<file path="src/rfsd_pkg.sv">
// ----------------------------------------------------------------------------
// rfsd_pkg: shared types and constants of the frame sync deframer
// Holds the frame markers, the frame length, the payload width and the
// structure that carries a finished frame from the tracker to the top level.
// ----------------------------------------------------------------------------
package rfsd_pkg;

  localparam int unsigned FrameLen    = 9;
  localparam int unsigned PayloadW    = 48;
  localparam int unsigned CountW      = 4;

  localparam logic [7:0] HdrA = 8'h5B;
  localparam logic [7:0] HdrB = 8'h5C;
  localparam logic [7:0] FtrA = 8'h2B;
  localparam logic [7:0] FtrB = 8'h2C;

  typedef struct packed {
    logic                hit;
    logic                frame_type;
    logic [PayloadW-1:0] payload;
  } frame_t;

endpackage

</file>
<file path="src/rfsd_frame_fsm.sv">
// ----------------------------------------------------------------------------
// rfsd_frame_fsm: frame synchronization tracker
// Hunts the doubled header, collects the payload bytes and checks the footer.
// Reports a finished frame combinationally in the cycle its footer is taken.
// ----------------------------------------------------------------------------
module rfsd_frame_fsm (
  input  logic                clk_i,
  input  logic                rst_ni,
  input  logic                beat_i,
  input  logic [7:0]          rx_byte_i,
  output rfsd_pkg::frame_t    frame_o
);

  localparam logic [1:0] PhHunt    = 2'd0;
  localparam logic [1:0] PhSecond  = 2'd1;
  localparam logic [1:0] PhCollect = 2'd2;

  logic [1:0]                      phase_q, phase_d;
  logic                            kind_q, kind_d;
  logic [rfsd_pkg::CountW-1:0]     count_q, count_d;
  logic [rfsd_pkg::PayloadW-1:0]   pay_q, pay_d;
  logic                            is_hdr, kind_in, last_byte, hit;
  logic [rfsd_pkg::CountW:0]       count_inc;
  logic [7:0]                      want;

  assign is_hdr    = (rx_byte_i == rfsd_pkg::HdrA) || (rx_byte_i == rfsd_pkg::HdrB);
  assign kind_in   = (rx_byte_i == rfsd_pkg::HdrB);
  assign count_inc = {1'b0, count_q} + (rfsd_pkg::CountW+1)'(1);
  assign last_byte = (count_inc >= (rfsd_pkg::CountW+1)'(rfsd_pkg::FrameLen));
  assign want      = kind_q ? rfsd_pkg::FtrB : rfsd_pkg::FtrA;

  always_comb begin
    phase_d = phase_q;
    kind_d  = kind_q;
    count_d = count_q;
    pay_d   = pay_q;
    hit     = 1'b0;
    if (beat_i) begin
      case (phase_q)
        PhSecond: begin
          if (is_hdr && (kind_in == kind_q)) begin
            count_d = rfsd_pkg::CountW'(2);
            pay_d   = '0;
            phase_d = PhCollect;
          end else if (is_hdr) begin
            kind_d = kind_in;
          end else begin
            phase_d = PhHunt;
          end
        end
        PhCollect: begin
          if (last_byte) begin
            phase_d = PhHunt;
            count_d = '0;
            hit     = (rx_byte_i == want);
          end else begin
            pay_d   = {pay_q[rfsd_pkg::PayloadW-9:0], rx_byte_i};
            count_d = count_inc[rfsd_pkg::CountW-1:0];
          end
        end
        default: begin
          // Hunting, and the unused phase code behaves the same way.
          phase_d = is_hdr ? PhSecond : PhHunt;
          if (is_hdr) begin
            kind_d = kind_in;
          end
        end
      endcase
    end
  end

  always_ff @(posedge clk_i or negedge rst_ni) begin
    if (!rst_ni) begin
      phase_q <= PhHunt;
      kind_q  <= 1'b0;
      count_q <= '0;
    end else begin
      phase_q <= phase_d;
      kind_q  <= kind_d;
      count_q <= count_d;
    end
  end

  // The payload is cleared at every frame start before it is read.
  always_ff @(posedge clk_i) begin
    pay_q <= pay_d;
  end

  assign frame_o.hit        = hit;
  assign frame_o.frame_type = kind_q;
  assign frame_o.payload    = pay_q;

endmodule

</file>
<file path="src/remote_frame_sync_deframer_unit.sv">
// ----------------------------------------------------------------------------
// remote_frame_sync_deframer_unit: byte stream frame synchronizer
// Finds nine-byte frames with a doubled header, six payload bytes and a
// matching footer, and emits the frame type with the 48-bit payload.
// ----------------------------------------------------------------------------
// Usage:
// The input channel (in_valid_i, in_ready_o, rx_byte_i) takes one received
// byte per beat, in arrival order. The output channel (out_valid_o,
// out_ready_i, frame_type_o, payload_o) gives one beat for every frame whose
// footer matches its header; frames with a bad footer vanish silently.
// Each byte is handled in the cycle it is accepted by the tracker, so a new
// byte can be taken in every cycle while in_ready_o is high. A frame result
// is registered and appears in the cycle after its footer byte is accepted.
// When the receiver stalls, the result register holds its frame and
// in_ready_o stays low until that frame is taken, whatever the next byte is.
// in_ready_o only drops while a result is held and not being taken in the
// same cycle, so the throughput is one byte per cycle with no stall
// downstream.
// Reset puts the tracker back to hunting for a first header and empties the
// result register; no payload state needs clearing.
// ----------------------------------------------------------------------------
module remote_frame_sync_deframer_unit (
  input  logic                          clk_i,
  input  logic                          rst_ni,
  input  logic                          in_valid_i,
  output logic                          in_ready_o,
  input  logic [7:0]                    rx_byte_i,
  output logic                          out_valid_o,
  input  logic                          out_ready_i,
  output logic                          frame_type_o,
  output logic [rfsd_pkg::PayloadW-1:0] payload_o
);

  rfsd_pkg::frame_t               frame;
  logic                           beat_in;
  logic                           out_valid_q, out_valid_d;
  logic                           type_q;
  logic [rfsd_pkg::PayloadW-1:0]  pay_q;

  // Input is taken whenever the result register is empty or being drained,
  // so a byte that completes a frame always finds room.
  assign in_ready_o = !out_valid_q || out_ready_i;
  assign beat_in    = in_valid_i && in_ready_o;

  rfsd_frame_fsm u_fsm (
    .clk_i     (clk_i),
    .rst_ni    (rst_ni),
    .beat_i    (beat_in),
    .rx_byte_i (rx_byte_i),
    .frame_o   (frame)
  );

  always_comb begin
    out_valid_d = out_valid_q;
    if (out_valid_q && out_ready_i) begin
      out_valid_d = 1'b0;
    end
    if (frame.hit) begin
      out_valid_d = 1'b1;
    end
  end

  always_ff @(posedge clk_i or negedge rst_ni) begin
    if (!rst_ni) begin
      out_valid_q <= 1'b0;
    end else begin
      out_valid_q <= out_valid_d;
    end
  end

  // The result payload loads only when a good frame completes.
  always_ff @(posedge clk_i) begin
    if (frame.hit) begin
      type_q <= frame.frame_type;
      pay_q  <= frame.payload;
    end
  end

  assign out_valid_o  = out_valid_q;
  assign frame_type_o = type_q;
  assign payload_o    = pay_q;

  // An empty result register never blocks the input.
  a_ready_when_empty: assert property (@(posedge clk_i) disable iff (!rst_ni)
    !out_valid_o |-> in_ready_o)
    else $error("input stalled with an empty result register");

  // A new result only shows up after an input byte was accepted.
  a_result_from_beat: assert property (@(posedge clk_i) disable iff (!rst_ni)
    $rose(out_valid_o) |-> $past(in_valid_i && in_ready_o))
    else $error("result appeared without an accepted byte");

  // A taken result with no new frame behind it leaves the register empty.
  a_drain: assert property (@(posedge clk_i) disable iff (!rst_ni)
    (out_valid_o && out_ready_i && !frame.hit) |=> !out_valid_o)
    else $error("result repeated after being taken");

endmodule
</file>
<file path="config.mk">
export PLATFORM = sky130hd
export DESIGN_NAME = remote_frame_sync_deframer_unit
export DESIGN_NICKNAME = d
export VERILOG_FILES = /design/src/rfsd_pkg.sv /design/src/rfsd_frame_fsm.sv /design/src/remote_frame_sync_deframer_unit.sv
export SDC_FILE = /design/constraint.sdc
export NUM_CORES = 1
export LEC_CHECK = 0
export BUFFER_PORTS_ARGS = -buffer_cell sky130_fd_sc_hd__buf_2
export CAP_MARGIN = 20
export CORE_UTILIZATION = 40
export DETAILED_ROUTE_END_ITERATION = 10
export PLACE_DENSITY_LB_ADDON = 0.08
export SYNTH_ARGS = -nofsm -noshare
export SYNTH_HDL_FRONTEND = slang
export SYNTH_SLANG_ARGS = --single-unit
</file>
<file path="constraint.sdc">
create_clock -name clk_i -period 5.45 [get_ports clk_i]
set_input_delay 0.8175 -clock clk_i [delete_from_list [all_inputs] [get_ports clk_i]]
set_output_delay 0.8175 -clock clk_i [all_outputs]
set_load 0.05 [all_outputs]
</file>
==> flow_summary_export.csv <==
group,metric,value,unit
critical_path,r2r_start,"u_fsm.phase_q[0]$_DFFE_PN0P_",
synthesis,synthDistinctLibCells,36,
finish,drive_above_1_share,30.9,%
sta,tns,0,ns
drt,drt_first_pass_iters,4,
min_path,hold_class,"primary input to async pin",
global_routing,track_usage,12.1,%
critical_path,crit_type,"register to register",
power_and_ir_drop,clkPwrFrac,32.8,%
floorplan,die_area,10200,sq um
place,placed_cell_area,4400,sq um
drt,drt_iter0_markers,70,
place,hpwlAfterDp,3590,um
clock_network,path_clk_slew,0.10,ns
sta,fin_crit_sh,52.5,%
clock_network,htree_levels,3,
synthesis,synth_fa_ha_area_share,1.28,%
finish,fin_util,49.2,%
synthesis,synth_area_per_cell,17.5,sq um
floorplan,pin_count,63,
critical_path,cp-end-kind,"register",
synthesis,synthSimpleGateAreaFrac,12.1,%
power_and_ir_drop,internal_power,1.15,mW
clock_network,cts_tree,"done",
drt,drc_errors,0,
synthesis,synth-xor-area-share,0,%
critical_path,worstPathRequired,5.45,ns
synthesis,synth_top_family_by_area,"simple AND/OR/NAND/NOR gates",
critical_path,r2r_slack,2.59,ns
power_and_ir_drop,irDropWorstVdd,162,uV
global_routing,grt_pass1_wl,8940,um
run,cap_viol_max_count,0,
sta,max_slew_margin,46.1,%
critical_path,critPathMaxFanout,55,
clock_network,postCtsHoldBufs,0,
sta,fin_crit,2.86,ns
synthesis,netlist_instances,224,
clock_network,clk_path_buf_depth,2,
floorplan,fp.dieH,101,um
finish,fin_nets,309,
power_and_ir_drop,comb_power_share,7.2,%
synthesis,synth_compound_area_share,4.98,%
global_routing,antenna_found_initial,0,
power_and_ir_drop,p_sw_share,22.9,%
sta,finalSetupViolations,0,
clock_network,root_buffer,"clkbuf_8",
finish,area_growth,17.6,%
global_routing,grt_pass1_vias,1831,
sta,fmax,349,MHz
power_and_ir_drop,leakage,1.67,nW
synthesis,syn-cell-area,3920,sq um
sta,finalMaxSlewViolations,0,
synthesis,synth_top_area_share,74.3,%
synthesis,ys_seq_elements,105,
synthesis,ys_warn_count,0,
drt,drtAntennaViolNets,0,
power_and_ir_drop,power,1.49,mW
sta,tightest_slew,0.809,ns
critical_path,arrival,2.86,ns
drt,num_vias,1951,
synthesis,syn_nets,240,
finish,final_cell_mix,"edfxtp_1, buf_2, and2_1, clkbuf_8",
synthesis,synth_largest_area_cell,"edfxtp_1",
floorplan,core_region_area,9370,sq um
status,status,"finished clean",
sta,fin_skew,0.00758,ns
clock_network,cts_buffers,9,
clock_network,clk_latency,0.36,ns
critical_path,worstReg2RegEnd,"payload_o[44]$_DFFE_PP_",
synthesis,synthMuxAreaShare,0.766,%
place,portBuffers,62,
power_and_ir_drop,switching_power,0.342,mW
power_and_ir_drop,power_frac_seq,60.0,%
drt,via_per_inst,4.57,
finish,fin_area,4610,sq um
floorplan,row_count,35,
finish,layout_commonest_cell,"edfxtp_1",
drt,drt-total-wl,5650,um
synthesis,ys_seq_area_share,79.4,%
global_routing,grt_start_max_net_pins,56,
global_routing,grt_overflow,0,
critical_path,setup.worst_path.start_class,"register",
clock_network,cts_resized,0,
place,gp_congestion,0.810,
sta,hold_violations,0,
power_and_ir_drop,power_density,323,nW/um^2
clock_network,cts_setup_buffers,0,
synthesis,ys_top_cells_by_area,"edfxtp_1, and2_1, dfrtp_1",
floorplan,initial_core_util,41.8,%
sta,rsz0062_at_grt,"no",
floorplan,die_w,101,um
drt,wl_per_cell,13.2,um
clock_network,clock_sinks,105,
finish,antennaDiodeCount,0,
critical_path,reg2reg_depth,7,
sta,hold_ws,0.287,ns
[per-stage QoR]
stage,std cells,worst slack [ns]
6_report,427,2.59
5_1_grt,427,2.34
4_1_cts,427,2.54
3_5_place_dp,411,2.55
3_3_place_gp,411,2.55
2_1_floorplan,224,0.749
[cell usage after synthesis]
| library cell | number |
|---|---|
| a21oi_1 | 5 |
| ha_1 | 4 |
| nand2_2 | 1 |
| clkbuf_1 | 5 |
| nor4bb_2 | 1 |
| nor3_1 | 1 |
| nand3_1 | 3 |
| buf_4 | 1 |
| nor4b_1 | 1 |
| or2_4 | 1 |
| o21ai_0 | 1 |
| o21ai_4 | 1 |
| or2b_1 | 1 |
| a2111oi_4 | 1 |
| nand2_1 | 5 |
| mux2i_1 | 3 |
| dfrtp_1 | 8 |
| a41oi_1 | 1 |
| inv_1 | 8 |
| nor3b_1 | 2 |
| or3_1 | 2 |
| a22o_1 | 1 |
| nand2b_1 | 3 |
| o311a_1 | 1 |
| nor2_1 | 4 |
| or2_2 | 1 |
| a2bb2oi_1 | 2 |
| a22o_2 | 1 |
| edfxtp_1 | 97 |
| a32o_1 | 3 |
| o21ai_2 | 2 |
| a21oi_2 | 1 |
| a41o_1 | 1 |
| and2_1 | 48 |
| nand3b_1 | 1 |
| nor4_1 | 2 |
[critical path, stage by stage (launching register included)]
cell	delay, ns
dfrtp_1	0.40
inv_1	0.07
ha_2	0.70
and2_1	0.25
nand2_1	0.05
or3_1	0.38
nor2_4	0.10
buf_4	0.52
[how the worst max path moves through the flow]
| stage | endpoint | startpoint | cells after the start |
|---|---|---|---|
| after CTS | payload_o[5]$_DFFE_PP_ | u_fsm.phase_q[0]$_DFFE_PN0P_ | 7 |
| after global placement | payload_o[24]$_DFFE_PP_ | u_fsm.phase_q[0]$_DFFE_PN0P_ | 7 |
| after floorplan | u_fsm.pay_q[0]$_SDFFCE_PP0P_ | out_ready_i | 5 |
| after global routing | payload_o[39]$_DFFE_PP_ | u_fsm.phase_q[0]$_DFFE_PN0P_ | 7 |
| after detailed placement | payload_o[40]$_DFFE_PP_ | rx_byte_i[0] | 6 |
| final | payload_o[44]$_DFFE_PP_ | u_fsm.phase_q[0]$_DFFE_PN0P_ | 7 |
[state kept, by name, indices dropped and copies added, names as in the netlist]
| signal | flops |
|---|---|
| u_fsm.count_q | 4 |
| frame_type_o | 1 |
| u_fsm.kind_q | 1 |
| out_valid_o | 1 |
| u_fsm.pay_q | 48 |
| u_fsm.phase_q | 2 |
| payload_o | 48 |
[metal layers]
layer | vias up | global-route usage [%] | wire length, um
li1 | 968 | - | -
met2 | 54 | 20.4 | 2840
met1 | 922 | 14.1 | 2460
met3 | 7 | 3.88 | 264
met5 | - | 0 | 0
met4 | 0 | 5.35 | 82
[power groups by stage]
stage | sequential (mW) | combinational, mW | clock [mW]
finish | 0.894 | 0.107 | 0.489
global route | 0.896 | 0.121 | 0.534
CTS | 0.894 | 0.109 | 0.505
detailed placement | 0.912 | 0.109 | 0
global placement | 0.912 | 0.109 | 0
floorplan | 0.908 | 0.0847 | 0
[cell type report]
cell class,count,area [sq um]
flip-flops and latches,105,3110
inverters,8,30.0
multi-input cells,105,771
repair buffers,64,325
clock buffers,9,124
fillers,823,4760
well taps,129,161
clock inverters,7,85.1
[logic make-up (layout without fill, tap and decap cells)]
group	count (synthesis)	count (layout)
compound gates	21	21
fa+ha+maj	4	4
buf+inv	14	88
flops	105	105
mux	3	3
simple gates	77	77
Note: power is estimated with default switching activity, not from simulation.
